`config.mk`:
```
export PLATFORM = sky130hd
export DESIGN_NAME = i2c_humidity_sensor_reader_unit
export DESIGN_NICKNAME = d
export VERILOG_FILES = /design/src/design/ihsr_pkg.sv /design/src/design/i2c_humidity_sensor_reader_unit.sv /design/src/design/ihsr_seq.sv
export SDC_FILE = /design/constraint.sdc
export NUM_CORES = 1
export LEC_CHECK = 0
export BUFFER_PORTS_ARGS = -buffer_cell sky130_fd_sc_hd__buf_4
export CAP_MARGIN = 20
export CORE_AREA = 2 2 199 162
export CTS_CLUSTER_DIAMETER = 120
export CTS_CLUSTER_SIZE = 28
export DETAILED_ROUTE_END_ITERATION = 8
export DIE_AREA = 0 0 201 164
export MAX_ROUTING_LAYER = met4
export PLACE_DENSITY = 0.67
export SLEW_MARGIN = 5
export SYNTH_ARGS = -nofsm -noshare
export SYNTH_HDL_FRONTEND = slang
export SYNTH_SLANG_ARGS = --single-unit
```
`constraint.sdc`:
```
create_clock -name aclk -period 10.2 [get_ports aclk]
set_input_delay 0.51 -clock aclk [delete_from_list [all_inputs] [get_ports aclk]]
set_output_delay 0.51 -clock aclk [all_outputs]
set_load 0.03 [all_outputs]
```
`src/design/ihsr_pkg.sv`:
```
`timescale 1ns / 1ps
// ----------------------------------------------------------------------------
// ihsr_pkg
// Shared types, sequence program and constants for the humidity sensor reader.
// ----------------------------------------------------------------------------
package ihsr_pkg;

    typedef enum logic [3:0] {
        OP_IDLE, OP_PWAIT, OP_CWAIT, OP_START, OP_SEND, OP_ACK, OP_ACKR,
        OP_RSTOP, OP_MACK, OP_RECV, OP_STOP, OP_FSTOP, OP_FINISH
    } op_t;

    localparam int STEP_W = 6;
    localparam logic [STEP_W-1:0] STEP_PWAIT  = 6'd1;
    localparam logic [STEP_W-1:0] STEP_FINISH = 6'd45;
    localparam logic [STEP_W-1:0] STEP_FSTOP  = 6'd46;

    // configuration register indexes
    localparam logic [2:0] CFG_DEV_ADDR  = 3'd0;
    localparam logic [2:0] CFG_MODE      = 3'd1;
    localparam logic [2:0] CFG_RETRY     = 3'd2;
    localparam logic [2:0] CFG_PWR_TICKS = 3'd3;
    localparam logic [2:0] CFG_CONV_TICKS = 3'd4;

    // error codes
    localparam logic [2:0] ERR_NONE     = 3'd0;
    localparam logic [2:0] ERR_ADDR     = 3'd1;
    localparam logic [2:0] ERR_CONFIG   = 3'd2;

    // stop arguments
    localparam logic [2:0] STOP_CFG  = 3'd2;
    localparam logic [2:0] STOP_TRIG_T = 3'd3;
    localparam logic [2:0] STOP_TRIG_H = 3'd4;
    localparam logic [2:0] STOP_KEEP_T = 3'd5;

    // send arguments
    localparam logic [2:0] SEND_ADDR_W = 3'd0;
    localparam logic [2:0] SEND_ADDR_R = 3'd1;
    localparam logic [2:0] SEND_PTR_CFG = 3'd2;
    localparam logic [2:0] SEND_MODE   = 3'd3;
    localparam logic [2:0] SEND_PTR_H  = 3'd5;

    localparam logic [2:0] ACK_IGNORE = 3'd3;

    typedef struct packed {
        logic [6:0]  dev_addr;
        logic [7:0]  mode;
        logic [3:0]  retry_limit;
        logic [19:0] pwr_ticks;
        logic [19:0] conv_ticks;
    } cfg_t;

    typedef struct packed {
        logic              scl_pull_low;
        logic              sda_pull_low;
        logic              sensor_power_on;
        logic              busy_res;
        logic              done_res;
        logic signed [11:0] temp_tenths;
        logic [6:0]        humidity_percent;
        logic [2:0]        sticky_error;
    } res_t;

    function automatic op_t prog_op(input logic [STEP_W-1:0] step);
        op_t o;
        case (step)
            6'd0:  o = OP_IDLE;
            6'd1:  o = OP_PWAIT;
            6'd2, 6'd13, 6'd20, 6'd29, 6'd36: o = OP_START;
            6'd3, 6'd6, 6'd8, 6'd10, 6'd14, 6'd16, 6'd21, 6'd30, 6'd32, 6'd37: o = OP_SEND;
            6'd4, 6'd22, 6'd38: o = OP_ACKR;
            6'd5, 6'd23, 6'd39: o = OP_RSTOP;
            6'd7, 6'd9, 6'd11, 6'd15, 6'd17, 6'd27, 6'd31, 6'd33, 6'd43: o = OP_ACK;
            6'd12, 6'd18, 6'd28, 6'd34, 6'd44: o = OP_STOP;
            6'd19, 6'd35: o = OP_CWAIT;
            6'd24, 6'd26, 6'd40, 6'd42: o = OP_RECV;
            6'd25, 6'd41: o = OP_MACK;
            6'd45: o = OP_FINISH;
            6'd46: o = OP_FSTOP;
            default: o = OP_IDLE;
        endcase
        return o;
    endfunction

    function automatic logic [2:0] prog_arg(input logic [STEP_W-1:0] step);
        logic [2:0] a;
        case (step)
            6'd6, 6'd11, 6'd12: a = 3'd2;
            6'd8, 6'd18:        a = 3'd3;
            6'd9, 6'd17, 6'd21, 6'd26, 6'd33, 6'd37, 6'd42: a = 3'd1;
            6'd10, 6'd16, 6'd34: a = 3'd4;
            6'd27, 6'd43:        a = 3'd3;
            6'd28, 6'd32:        a = 3'd5;
            default:             a = 3'd0;
        endcase
        return a;
    endfunction

    // floor(x / 65535) for x below 65535 * 2048
    function automatic logic [10:0] div65535(input logic [26:0] x);
        logic [10:0] hi;
        logic [16:0] sum;
        hi  = x[26:16];
        sum = {6'd0, hi} + {1'b0, x[15:0]};
        return hi + {10'd0, (sum >= 17'd65535)};
    endfunction

endpackage

```
`src/design/i2c_humidity_sensor_reader_unit.sv`:
```
`timescale 1ns / 1ps
// ----------------------------------------------------------------------------
// i2c_humidity_sensor_reader_unit
// Bit-banged bus master reading temperature and humidity, one tick per word.
// ----------------------------------------------------------------------------
// each result word is registered in the cycle after its input word is accepted
// throughput: one word per cycle while the output is not stalled; the sequencer advances one tick per word
// the output register stalls input only while a result waits and m_tready is low
// reset (aresetn low, synchronous): sequencer idle, counters and results zero,
// configuration back to address 64, mode 0, retry 3, waits 60000 and 28000
module i2c_humidity_sensor_reader_unit (
    input  logic        aclk,
    input  logic        aresetn,
    input  logic        s_tvalid,
    output logic        s_tready,
    input  logic [7:0]  s_tdata,    // [0] start_request, [1] sda_level
    output logic        m_tvalid,
    input  logic        m_tready,
    output logic [31:0] m_tdata,    // [0] scl_pull_low, [1] sda_pull_low,
                                    // [2] sensor_power_on, [3] busy_res, [4] done_res,
                                    // [16:5] temp_tenths, [23:17] humidity_percent,
                                    // [26:24] sticky_error
    input  logic        cfg_valid,
    output logic        cfg_ready,
    input  logic [2:0]  cfg_index,
    input  logic [19:0] cfg_data
);
    import ihsr_pkg::*;

    cfg_t cfg_reg;
    res_t res_c, res_reg;
    logic m_valid_reg;
    logic in_acc;

    assign cfg_ready = 1'b1;
    assign s_tready  = !m_valid_reg || m_tready;
    assign in_acc    = s_tvalid && s_tready;

    // configuration registers
    always_ff @(posedge aclk) begin
        if (!aresetn) begin
            cfg_reg.dev_addr    <= 7'd64;
            cfg_reg.mode        <= 8'd0;
            cfg_reg.retry_limit <= 4'd3;
            cfg_reg.pwr_ticks   <= 20'd60000;
            cfg_reg.conv_ticks  <= 20'd28000;
        end else if (cfg_valid) begin
            case (cfg_index)
                CFG_DEV_ADDR:   cfg_reg.dev_addr    <= cfg_data[6:0];
                CFG_MODE:       cfg_reg.mode        <= cfg_data[7:0];
                CFG_RETRY:      cfg_reg.retry_limit <= cfg_data[3:0];
                CFG_PWR_TICKS:  cfg_reg.pwr_ticks   <= cfg_data;
                CFG_CONV_TICKS: cfg_reg.conv_ticks  <= cfg_data;
                default:        ;
            endcase
        end
    end

    ihsr_seq u_seq (
        .aclk          (aclk),
        .aresetn       (aresetn),
        .tick_en       (in_acc),
        .start_request (s_tdata[0]),
        .sda_level     (s_tdata[1]),
        .cfg           (cfg_reg),
        .res           (res_c)
    );

    // output word register
    always_ff @(posedge aclk) begin
        if (!aresetn) begin
            m_valid_reg <= 1'b0;
        end else if (in_acc) begin
            m_valid_reg <= 1'b1;
        end else if (m_tready) begin
            m_valid_reg <= 1'b0;
        end
    end

    always_ff @(posedge aclk) begin
        if (in_acc) begin
            res_reg <= res_c;
        end
    end

    assign m_tvalid = m_valid_reg;
    assign m_tdata  = {5'd0, res_reg.sticky_error, res_reg.humidity_percent,
                       res_reg.temp_tenths, res_reg.done_res, res_reg.busy_res,
                       res_reg.sensor_power_on, res_reg.sda_pull_low, res_reg.scl_pull_low};

    a_done_not_busy: assert property (@(posedge aclk) disable iff (!aresetn)
        (m_valid_reg && res_reg.done_res) |-> (!res_reg.busy_res && !res_reg.sensor_power_on))
        else $error("done word shows busy or power");
    a_idle_released: assert property (@(posedge aclk) disable iff (!aresetn)
        (m_valid_reg && !res_reg.busy_res) |-> (!res_reg.scl_pull_low && !res_reg.sda_pull_low))
        else $error("lines driven while not busy");
    a_word_after_accept: assert property (@(posedge aclk) disable iff (!aresetn)
        in_acc |=> m_valid_reg) else $error("accepted word produced no result");

endmodule

```
`src/design/ihsr_seq.sv`:
```
`timescale 1ns / 1ps
// ----------------------------------------------------------------------------
// ihsr_seq
// Bus sequencer: one quarter-bit tick per enabled cycle, state and results.
// ----------------------------------------------------------------------------
module ihsr_seq (
    input  logic           aclk,
    input  logic           aresetn,
    input  logic           tick_en,
    input  logic           start_request,
    input  logic           sda_level,
    input  ihsr_pkg::cfg_t cfg,
    output ihsr_pkg::res_t res
);
    import ihsr_pkg::*;

    logic [STEP_W-1:0] step_reg, step_next;
    logic [1:0]  phase_reg, phase_next;
    logic [2:0]  bit_reg, bit_next;
    logic [7:0]  shift_reg, shift_next;
    logic [15:0] raw_reg, raw_next;
    logic [3:0]  retry_reg, retry_next;
    logic [19:0] wait_reg, wait_next;
    logic [2:0]  ack_reg, ack_next;
    logic [2:0]  cur_err_reg, cur_err_next;
    logic [2:0]  sticky_reg, sticky_next;
    logic [11:0] temp_reg, temp_next;
    logic [6:0]  hum_reg, hum_next;
    logic [11:0] pend_reg, pend_next;

    op_t        op;
    logic [2:0] arg;
    logic       ph_end, cell_low;
    logic       scl, sdl, power, busy, done;
    logic [7:0] tx_byte;
    logic [19:0] lim;
    logic [2:0]  mask;
    logic [10:0] temp_q, hum_q;

    assign op       = prog_op(step_reg);
    assign arg      = prog_arg(step_reg);
    assign ph_end   = (phase_reg == 2'd3);
    assign cell_low = (phase_reg == 2'd0) || (phase_reg == 2'd3);
    assign mask     = 3'd1 << arg[1:0];
    assign lim      = (op == OP_PWAIT) ? cfg.pwr_ticks : cfg.conv_ticks;

    // scaled conversions from the raw word
    assign temp_q = div65535(27'(raw_reg) * 27'd1650);
    assign hum_q  = div65535(27'(raw_reg) * 27'd100);

    // byte to transmit
    always_comb begin
        case (arg)
            SEND_ADDR_W:  tx_byte = {cfg.dev_addr, 1'b0};
            SEND_ADDR_R:  tx_byte = {cfg.dev_addr, 1'b1};
            SEND_PTR_CFG: tx_byte = 8'h02;
            SEND_MODE:    tx_byte = cfg.mode;
            SEND_PTR_H:   tx_byte = 8'h01;
            default:      tx_byte = 8'h00;
        endcase
    end

    // next state and line drive for one tick
    always_comb begin
        step_next = step_reg; phase_next = ph_end ? 2'd0 : phase_reg + 2'd1;
        bit_next = bit_reg; shift_next = shift_reg; raw_next = raw_reg;
        retry_next = retry_reg; wait_next = wait_reg; ack_next = ack_reg;
        cur_err_next = cur_err_reg; sticky_next = sticky_reg; temp_next = temp_reg;
        hum_next = hum_reg; pend_next = pend_reg;
        scl = 1'b0; sdl = 1'b0; power = 1'b1; busy = 1'b1; done = 1'b0;
        case (op)
            OP_PWAIT, OP_CWAIT: begin
                phase_next = 2'd0;
                if ({1'b0, wait_reg} + 21'd1 >= {1'b0, lim}) begin
                    wait_next = '0;
                    step_next = step_reg + 6'd1;
                end else begin
                    wait_next = wait_reg + 20'd1;
                end
            end
            OP_START: begin
                if (phase_reg == 2'd0) ack_next = '0;
                scl = (phase_reg == 2'd3);
                sdl = phase_reg[1];
                if (ph_end) step_next = step_reg + 6'd1;
            end
            OP_SEND, OP_RECV: begin
                scl = cell_low;
                if (op == OP_SEND) sdl = ~tx_byte[3'd7 - bit_reg];
                else if (phase_reg == 2'd2) shift_next = {shift_reg[6:0], sda_level};
                if (ph_end) begin
                    if (bit_reg == 3'd7) begin
                        bit_next = '0;
                        if (op == OP_RECV) begin
                            raw_next = (arg == 3'd0) ? {shift_reg, 8'h00}
                                                     : {raw_reg[15:8], shift_reg};
                        end
                        step_next = step_reg + 6'd1;
                    end else begin
                        bit_next = bit_reg + 3'd1;
                    end
                end
            end
            OP_ACK, OP_ACKR, OP_MACK: begin
                scl = cell_low;
                sdl = (op == OP_MACK);
                if (phase_reg == 2'd2 && op != OP_MACK && arg < ACK_IGNORE) begin
                    ack_next = sda_level ? (ack_reg & ~mask) : (ack_reg | mask);
                end
                if (ph_end) begin
                    if (op == OP_ACKR && ack_reg[0]) begin
                        retry_next = '0;
                        step_next  = step_reg + 6'd2;
                    end else begin
                        step_next = step_reg + 6'd1;
                    end
                end
            end
            OP_STOP, OP_RSTOP: begin
                scl = (phase_reg == 2'd0);
                sdl = (phase_reg != 2'd3);
                if (ph_end) begin
                    step_next = step_reg + 6'd1;
                    if (op == OP_RSTOP) begin
                        if (retry_reg >= cfg.retry_limit) begin
                            retry_next = '0;
                            if (cur_err_reg == ERR_NONE) cur_err_next = ERR_ADDR;
                            step_next = STEP_FSTOP;
                        end else begin
                            retry_next = retry_reg + 4'd1;
                            step_next  = step_reg - 6'd3;
                        end
                    end else if (arg == STOP_CFG) begin
                        if (ack_reg != 3'd7) begin
                            if (cur_err_reg == ERR_NONE) cur_err_next = ERR_CONFIG;
                            step_next = STEP_FSTOP;
                        end
                    end else if (arg == STOP_TRIG_T || arg == STOP_TRIG_H) begin
                        if (ack_reg[1:0] != 2'b11) begin
                            if (cur_err_reg == ERR_NONE) cur_err_next = arg;
                            step_next = STEP_FSTOP;
                        end
                    end else if (arg == STOP_KEEP_T) begin
                        pend_next = {1'b0, temp_q} - 12'd400;
                    end
                end
            end
            OP_FSTOP: begin
                scl = ~phase_reg[1];
                sdl = (phase_reg == 2'd1) || (phase_reg == 2'd2);
                if (ph_end) step_next = STEP_FINISH;
            end
            OP_FINISH: begin
                power = 1'b0; busy = 1'b0; done = 1'b1; phase_next = 2'd0;
                if (cur_err_reg == ERR_NONE) begin
                    temp_next = pend_reg;
                    hum_next  = hum_q[6:0];
                end else begin
                    sticky_next = cur_err_reg;
                end
                cur_err_next = ERR_NONE;
                step_next    = '0;
            end
            default: begin
                power = 1'b0; busy = 1'b0; phase_next = 2'd0;
                step_next = '0;
                if (start_request) begin
                    step_next = STEP_PWAIT; bit_next = '0; retry_next = '0;
                    wait_next = '0; ack_next = '0; cur_err_next = ERR_NONE;
                end
            end
        endcase
    end

    // state registers
    always_ff @(posedge aclk) begin
        if (!aresetn) begin
            step_reg <= '0; phase_reg <= '0; bit_reg <= '0; shift_reg <= '0;
            raw_reg <= '0; retry_reg <= '0; wait_reg <= '0; ack_reg <= '0;
            cur_err_reg <= ERR_NONE; sticky_reg <= ERR_NONE; temp_reg <= '0;
            hum_reg <= '0; pend_reg <= '0;
        end else if (tick_en) begin
            step_reg <= step_next; phase_reg <= phase_next; bit_reg <= bit_next;
            shift_reg <= shift_next; raw_reg <= raw_next; retry_reg <= retry_next;
            wait_reg <= wait_next; ack_reg <= ack_next; cur_err_reg <= cur_err_next;
            sticky_reg <= sticky_next; temp_reg <= temp_next; hum_reg <= hum_next;
            pend_reg <= pend_next;
        end
    end

    // result of this tick
    always_comb begin
        res.scl_pull_low     = scl;
        res.sda_pull_low     = sdl;
        res.sensor_power_on  = power;
        res.busy_res         = busy;
        res.done_res         = done;
        res.temp_tenths      = temp_next;
        res.humidity_percent = hum_next;
        res.sticky_error     = sticky_next;
    end

    a_err_needs_busy: assert property (@(posedge aclk) disable iff (!aresetn)
        (cur_err_reg != ERR_NONE) |-> (op != OP_IDLE)) else $error("error held while idle");
    a_phase_zero_wait: assert property (@(posedge aclk) disable iff (!aresetn)
        (op == OP_PWAIT || op == OP_CWAIT) |-> (phase_reg == 2'd0))
        else $error("phase moved during wait");
    a_sticky_at_done: assert property (@(posedge aclk) disable iff (!aresetn)
        (sticky_reg != $past(sticky_reg)) |-> ($past(tick_en) && $past(op == OP_FINISH)))
        else $error("sticky code changed outside finish");

endmodule

```
==> impl_results.md, run 1 <==
- Outcome: complete, no violations
- Detailed placement HPWL: 29300 um
- Number of diodes: 0
- Vias in the first global route: 12300
- Largest net degree at the start of global routing: 76
- Initial antenna violation count: 0
- Sequential cell area fraction in the yosys report: 0.263
- DR vias: 13300
- Critical Path End Type: flop
- GP Congestion: 0.916
- WL per Instance: 16.6 um
- Most frequent cells in the layout: nand2_1, ha_1, dfxtp_1
- P_int: 0.00139 W
- Synth unique cells: 98
- Core ar.: 31000 um2
- Final setup violation count: 0
- Final Core Density: 0.546
- First-pass GRT wire length: 63300 um
- Seq pwr share: 0.394
- Commonest non-fill, non-tap cell in the layout: nand2_1
- Std-Cell Rows: 58
- Final setup skew: 0.0165 ns
- CTS root buffer: clkbuf_16
- Measured slew at the worst slew-check pin: 0.956 ns
- CTS buffer count: 17
- Global route overflow: 0
- Via/cell ratio: 5.70
- Leak: 7.77 nW
- Max-slew headroom: 0.362
- Pwr Total: 0.00224 W
- Max FFs per register: 59
- Total wire length: 38600 um
- Routing usage on met1: 0.360
- Die area: 33000 um2
- Met3 GRT Util: 0.0419
- Ports: 71
- Die width: 201 um
- Clock slew at reported path FFs: 0.09 ns
- Gr usage total: 0.245
- CP max FO: 7
- CP Class: reg2reg
- Final hold violation count: 0
- Max VDD drop: 0.000136 V
- Cell family with most CP delay: adder cells
- GR peak layer: met1
- Max Freq: 0.105 GHz
- Hold WS: 0.270 ns
- CP peak stage delay: 0.55 ns
- Post-layout nets: 2160
- Pre-antenna DRT Iters: 5
- Psw: 0.000853 W
- Worst min path class: in2reg
- Gate power share: 0.300
- Number of synthesized register bits: 192
- Mapped Cells: 1880
- Ys Warns: 0
- Min Tclk post-route: 9.53 ns
- Power density cells: 132 nW/um2
- Final non-filler cell total: 2326
- Worst Path Required: 10.54 ns
- Detail Route Antenna Nets: 0
- Mapped cell area: 15600 um2
- Max Slew Vio Count: 0
- # hold bufs at CTS: 0
- Max Cap Viol: 0
- Clk Latency, worst-skew pair: 0.46 ns
- Clock buffer depth: 2
- Sw Ratio: 0.381
- Clock Power Share: 0.306
- H-tree depth: 4
- Cell mode on critical path: ha_1
- CP Data Arrival Time: 9.87 ns
- Met2 GRT Util: 0.349
- Area grow syn2layout: 8.54%
- Starting density of the core: 0.503
- Post-synth EDFFs: 26
- Clock tree sinks: 192
- Setup crit start kind: flop
- Syn_area_per_cell: 8.29 um2
- Async SR Flop Fraction: 0
- DRC: 0
- Placed Cells: 2292
- Chip height: 164 um
- Fill cell total of the finished layout: 2898
- Port Buffers: 58
- TritonCTS clock tree: done
- Share of cells above drive strength 1: 0.0908
- Tcrit/Tclk final: 0.934
- Worst path slowest cell: fa_1
- Worst Path Buf+Inv: 4
- DRT iter0 DRCs: 909
- Synth Flop Type: dfxtp_1
-- tightest hold or removal path, stage by stage --
cell and delay (ns):
buf_4 0.08, nand2_1 0.04, nand3_1 0.06
-- Yosys cell counts (14+ instances only) --
cell      instances  area [um2]
inv_1           157         589
and3_1           16         100
nand2_1         232         871
a21o_1           29         218
o21a_1           15         113
nor2b_1          19         119
clkbuf_1         58         218
nand2b_1         18         113
nor2_1          150         563
nor3_1           48         240
ha_1            172        2150
xor2_1           29         254
and2_1           14        87.6
mux2_2           22         248
o211ai_1         14         105
xnor2_1          48         420
nand3_1          69         345
mux2i_1          45         450
dfxtp_1         166        3320
nand4_1          19         119
a21oi_1         159         796
edfxtp_1         26         781
o21ai_0          72         360
fa_1             59        1180
-- through the flow --
step | worst slack, ns | area, um2 | setup TNS (ns)
2_1_floorplan | 1.31 | 15600 | 0
3_3_place_gp | 0.515 | 16300 | 0
3_5_place_dp | 0.178 | 16300 | 0
4_1_cts | 0.155 | 16900 | 0
5_1_grt | -0.00423 | 16900 | -0.00423
6_report | 0.671 | 16900 | 0
-- power by group through the flow --
| stage | Sequential [W] | Combinational (W) | Clock (W) |
|---|---|---|---|
| global route | 0.000891 | 0.000735 | 0.000722 |
| finish | 0.000882 | 0.000671 | 0.000686 |
| detailed placement | 0.000898 | 0.000659 | 0 |
| floorplan | 0.000875 | 0.000509 | 0 |
| CTS | 0.000880 | 0.000663 | 0.000699 |
| global placement | 0.000896 | 0.000657 | 0 |
-- final timing paths --
| check | start | to | slack, ns | cells past startpoint |
|---|---|---|---|---|
| max | u_seq.raw_reg[7] | u_seq.pend_reg[10] | 0.67 | 38 |
| min | cfg_data[8] | cfg_reg[8] | 0.27 | 3 |
| max reg2reg | u_seq.raw_reg[7] | u_seq.pend_reg[10] | 0.67 | 38 |
| min reg2reg | cfg_reg[45] | cfg_reg[45] | 0.46 | 2 |
-- kinds of logic after synthesis --
logic type | count (synthesis) | synth area share
other cells | 2 | 0.000482
xor+xnor | 79 | 0.0458
fa+ha+maj | 231 | 0.214
simple gates | 660 | 0.202
compound gates | 409 | 0.168
mux | 67 | 0.0448
flops | 192 | 0.263
buf+inv | 240 | 0.0619
-- area by class of cell --
cell class	count	area, um2	area share
inverter	161	607	0.0359
multi-input combinational	1452	10500	0.624
tap	420	526	0.0311
sequential	192	4110	0.243
clock buffer	17	425	0.0251
timing repair buffer	69	518	0.0306
clock inverter	15	184	0.0109
-- metal layers --
metal	share of wire	vias up
met5	0	-
met4	0.011	0
met3	0.064	32
met2	0.42	343
met1	0.51	6300
li1	-	6578
-- what timing repair did --
item                       4_1_cts  5_1_grt
gates resized for setup          0        7
setup buffers                    0        2
setup endpoints to repair        0        6
(Power assumes the default switching activity.)
==> inputs of run 2 (changes only) <==
Settings changed: ABC_AREA set to 1, CORE_AREA 2 2 199 162 to 2 2 198 161, DIE_AREA 0 0 201 164 to 0 0 200 163, PLACE_DENSITY 0.67 to 0.68.
==> impl_results.md, run 2 <==
- Outcome: complete, no violations
- Syn_area_per_cell: 7.19 um2
- Ys Warns: 0
- WHS Path Cells: 3
- Area grow syn2layout: 8.86%
- Via/cell ratio: 5.20
- Clock slew at reported path FFs: 0.07 ns
- # hold bufs at CTS: 0
- Mapped cell area: 15400 um2
- DRT iter0 DRCs: 813
- Port Buffers: 58
- RSZ-0062 raised after global routing: false
- Number of synthesized register bits: 192
- Most frequent cells in the layout: nand2_1, inv_1, nor2_1
- Die width: 200 um
- CTS buffer count: 17
- Post-layout worst setup margin: 1.80 ns
- Power density cells: 137 nW/um2
- Synth Flop Type: dfxtp_1
- Pre-antenna DRT Iters: 8
- Top-count cell post-synth: nand2_1
- Final Core Density: 0.545
- Post-layout nets: 2449
- Hold WS: 0.283 ns
- Critical Path End Type: flop
- Starting density of the core: 0.501
- Mapped Cells: 2148
- CP Class: reg2reg
- Worst Path Required: 10.54 ns
- Setup crit start kind: flop
- Setup repair bufs after CTS: 0
- Number of diodes: 0
- Area contributors post-synth: dfxtp_1, ha_1, nand2_1
- Placed Cells: 2583
- Post-CTS Resized: 0
- Commonest non-fill, non-tap cell in the layout: nand2_1
- DRC: 0
- Total wire length: 37500 um
- Final setup violation count: 0
- Worst path slowest cell: fa_1
- Post-synth EDFFs: 26
- Max VDD drop: 0.000111 V
- CP peak stage delay: 0.54 ns
- Initial antenna violation count: 0
- TritonCTS clock tree: done
- Final hold violation count: 0
- WL per Instance: 14.4 um
- Measured slew at the worst slew-check pin: 1.01 ns
- Max Freq: 0.119 GHz
- Async SR Flop Fraction: 0
- Yosys top cell area share: 0.215
- Fill cell total of the finished layout: 3044
- Worst Reg-to-Reg Cells: 40
- Max-slew headroom: 0.325
- Global route overflow: 0
- Largest net degree at the start of global routing: 105
- Max FFs per register: 59
- Final non-filler cell total: 2614
- Leak: 8.48 nW
- Die area: 32600 um2
- CP Data Arrival Time: 8.74 ns
- Min Tclk post-route: 8.40 ns
- Vias in the first global route: 12600
- Detail Route Antenna Nets: 0
- DP Worst Slack: 1.86 ns
- Synth top cells by count: nand2_1, inv_1, nor2_1, ha_1, dfxtp_1
- Std-Cell Rows: 58
- Final setup skew: 0.0122 ns
- Share of cells above drive strength 1: 0.0611
- Ports: 71
- First-pass GRT wire length: 62400 um
- DR vias: 13600
- Gr usage total: 0.245
- Core ar.: 30800 um2
- Tcrit/Tclk final: 0.824
- Detailed placement HPWL: 29600 um
- H-tree depth: 4
- Sequential cell area fraction in the yosys report: 0.266
- Clk Latency, worst-skew pair: 0.44 ns
- CTS root buffer: clkbuf_16
- Cell mode on critical path: nand2_1
- GP Congestion: 0.936
- Max Cap Viol: 0
- Worst min path class: in2reg
- Chip height: 163 um
- Clock buffer depth: 2
- Area leader, netlist: dfxtp_1
- Synth unique cells: 58
- CP max FO: 6
- Final TNS setup: 0 ns
- Clock tree sinks: 192
- Max Slew Vio Count: 0
## run 2: cell type report
class,count,area [um2],share of cell area
multi-input combinational,1555,9810,0.583
clock inverter,9,124,0.00737
tap,420,526,0.0312
inverter,351,1320,0.0783
clock buffer,22,454,0.0270
sequential,192,4100,0.244
timing repair buffer,65,488,0.0290
## run 2: kinds of logic (layout without fill, tap and decap cells)
logic type,after synthesis,count (layout),share of synthesized area
AOI/OAI and AO/OA,386,386,0.140
xor gates and xnor gates,63,63,0.0357
adders and majority gates,231,231,0.216
buffers and inverters,405,447,0.101
DFF,192,192,0.266
muxes,7,7,0.00454
other,2,6,0.000486
and+or+nand+nor,862,862,0.237
## run 2: worst max-delay path: cells and delay by family (launching register included)
| kind | cells | cell delay, ns |
|---|---|---|
| AOI/OAI and AO/OA | 3 | 0.73 |
| xor gates and xnor gates | 2 | 0.47 |
| adders and majority gates | 10 | 4.13 |
| buffers and inverters | 5 | 0.25 |
| DFF | 1 | 0.43 |
| and+or+nand+nor | 20 | 2.28 |
## run 2: final timing paths
kind,start,endpoint,slack [ns]
max reg2reg,u_seq.raw_reg[8],u_seq.pend_reg[10],1.80
min reg2reg,cfg_reg[23],cfg_reg[23],0.45
min,cfg_data[10],cfg_reg[10],0.28
max,u_seq.raw_reg[8],u_seq.pend_reg[10],1.80
## run 2: through the flow
step	instance area, um2	power (W)
2_1_floorplan	15500	0.00145
4_1_cts	16800	0.00232
3_3_place_gp	16200	0.00164
6_report	16800	0.00231
5_1_grt	16800	0.00246
3_5_place_dp	16200	0.00165
## run 2: layer usage
metal / part of all wire / vias up / GRT usage
met5: 0 / - / -
met3: 0.042 / 50 / 0.0298
met4: 0.028 / 0 / 0.0788
li1: - / 7068 / -
met1: 0.50 / 6179 / 0.345
met2: 0.43 / 293 / 0.364
## run 2: power breakdown
part           switching [W]  internal (W)
Sequential         0.0000498      0.000830
Clock               0.000299      0.000373
Combinational       0.000519      0.000242
==> inputs of run 3 (changes only) <==
Clock period 10.2 ns to 7.9 ns, I/O delays scaled along.
==> impl_results.md, run 3 (same netlist as run 2, synthesis figures left out) <==
- Leak: 8.60 nW
- Core ar.: 30800 um2
- Clock buffer depth: 2
- TritonCTS clock tree: done
- Final setup violation count: 0
- Fill cell total of the finished layout: 2938
- Met3 GRT Util: 0.0323
- DR vias: 13900
- Max VDD drop: 0.000152 V
- Measured slew at the worst slew-check pin: 1.00 ns
- Worst Path Required: 8.25 ns
- Detail Route Antenna Nets: 0
- # hold bufs at CTS: 0
- GP Congestion: 0.927
- CP Data Arrival Time: 7.81 ns
- Routing usage on met1: 0.347
- DRC: 0
- CP peak stage delay: 0.53 ns
- Largest net degree at the start of global routing: 105
- Clk Latency, worst-skew pair: 0.45 ns
- Worst Reg-to-Reg Cells: 40
- Via/cell ratio: 5.25
- Met2 GRT Util: 0.399
- Outcome: complete, no violations
- Cell mode on critical path: nand2_1
- Max-slew headroom: 0.331
- Critical Path End Type: flop
- Starting density of the core: 0.501
- DRT iter0 DRCs: 1020
- Worst r2r dst: u_seq.pend_reg[8]
- Final non-filler cell total: 2642
- CP max FO: 5
- Reg-to-reg setup timing slack: 0.44 ns
- CP Class: reg2reg
- WL per Instance: 14.9 um
- Number of diodes: 0
- Global route overflow: 0
- Vias in the first global route: 13000
- Final hold violation count: 0
- Clock tree sinks: 192
- Critical Path Source: u_seq.raw_reg[11]
- Max Slew Vio Count: 0
- Setup crit start kind: flop
- Commonest non-fill, non-tap cell in the layout: nand2_1
- Max Cap Viol: 0
- Endpoint, Worst Hold: cfg_reg[11]
- Gr usage total: 0.252
- First-pass GRT wire length: 64500 um
- CTS root buffer: clkbuf_16
- Worst path slowest cell: fa_1
- Tcrit/Tclk final: 0.944
- WHS Path Cells: 3
- Die area: 32600 um2
- Pwr Total: 0.00298 W
- Port Buffers: 58
- Share of cells above drive strength 1: 0.107
- Ports: 71
- Post-layout nets: 2476
- Area grow syn2layout: 12.7%
- Min Tclk post-route: 7.46 ns
- Final setup skew: 0.0131 ns
- Max FFs per register: 59
- Chip height: 163 um
- Clock slew at reported path FFs: 0.08 ns
- H-tree depth: 4
- Min-delay src: cfg_data[11]
- Detailed placement HPWL: 30300 um
- CTS buffer count: 17
- GR peak layer: met2
- Power density cells: 171 nW/um2
- Pre-antenna DRT Iters: 5
- Die width: 200 um
- Total wire length: 39300 um
- Std-Cell Rows: 58
- Placed Cells: 2603
- Initial antenna violation count: 0
- R2r startpoint: u_seq.raw_reg[11]
- Worst min path class: in2reg
- Max Freq: 0.134 GHz
- Most frequent cells in the layout: nand2_1, inv_1, nor2_1
==> run 3: cell count changes in the layout (fill, tap and decap cells not counted), sizes merged <==
cell / delta
buf: +27
clkinv: +6
clkbuf: -4
bufinv: -2
inv: +1
==> run 3: how the worst max path moves through the flow <==
stage | endpoint | depth (start not counted) | slack [ns]
2_1_floorplan | u_seq.pend_reg[10] | 41 | 0.75
3_3_place_gp | u_seq.pend_reg[10] | 39 | 0.18
3_5_place_dp | u_seq.pend_reg[10] | 39 | 0.07
4_1_cts | u_seq.pend_reg[8] | 38 | 0.02
5_1_grt | u_seq.pend_reg[8] | 40 | -0.07
6_report | u_seq.pend_reg[8] | 40 | 0.44
==> run 3: timing repair <==
action	CTS	global route
endpoints found under the setup margin	0	8
resized for setup	0	88
buffers inserted	0	7
==> run 3: power by group <==
group / switching, W / internal [W]
clock network: 0.000430 / 0.000430
registers: 0.0000643 / 0.00107
logic: 0.000671 / 0.000312
==> run 3: cell type report <==
class	instances	area [um2]	area share
clock inverters	14	148	0.00848
flip-flops and latches	192	4130	0.237
repair buffers	92	691	0.0397
inverters	351	1320	0.0757
multi-input cells	1555	10200	0.584
clock buffers	18	439	0.0252
well taps	420	526	0.0302
==> run 3: worst max-delay path, delay by kind of cell (launching register included) <==
family / cells / cell delay [ns]
adder cells (fa/ha/maj): 10 / 3.44
AND/OR/NAND/NOR: 17 / 1.65
AO/OA/AOI/OAI: 7 / 1.27
flip-flops: 1 / 0.35
buffers and inverters: 4 / 0.32
XOR/XNOR: 2 / 0.30
==> run 3: stage by stage <==
step / instance area (um2) / hold WS, ns / utilization / setup slack, ns / setup TNS [ns]
detailed placement: 16400 / 0.444 / 0.531 / 0.0674 / 0
floorplan: 15500 / 0.425 / - / 0.750 / 0
global route: 17400 / 0.156 / 0.565 / -0.0697 / -0.139
finish: 17400 / 0.151 / 0.565 / 0.439 / 0
CTS: 17000 / 0.134 / 0.550 / 0.0225 / 0
global placement: 16400 / 0.437 / 0.531 / 0.177 / 0
==> run 3: metal layers <==
metal	vias to the layer above	routed length, um	share of wire
li1	7115	-	-
met3	30	1710	0.043
met2	302	18100	0.46
met1	6418	19000	0.48
met4	0	552	0.014
met5	-	0	0
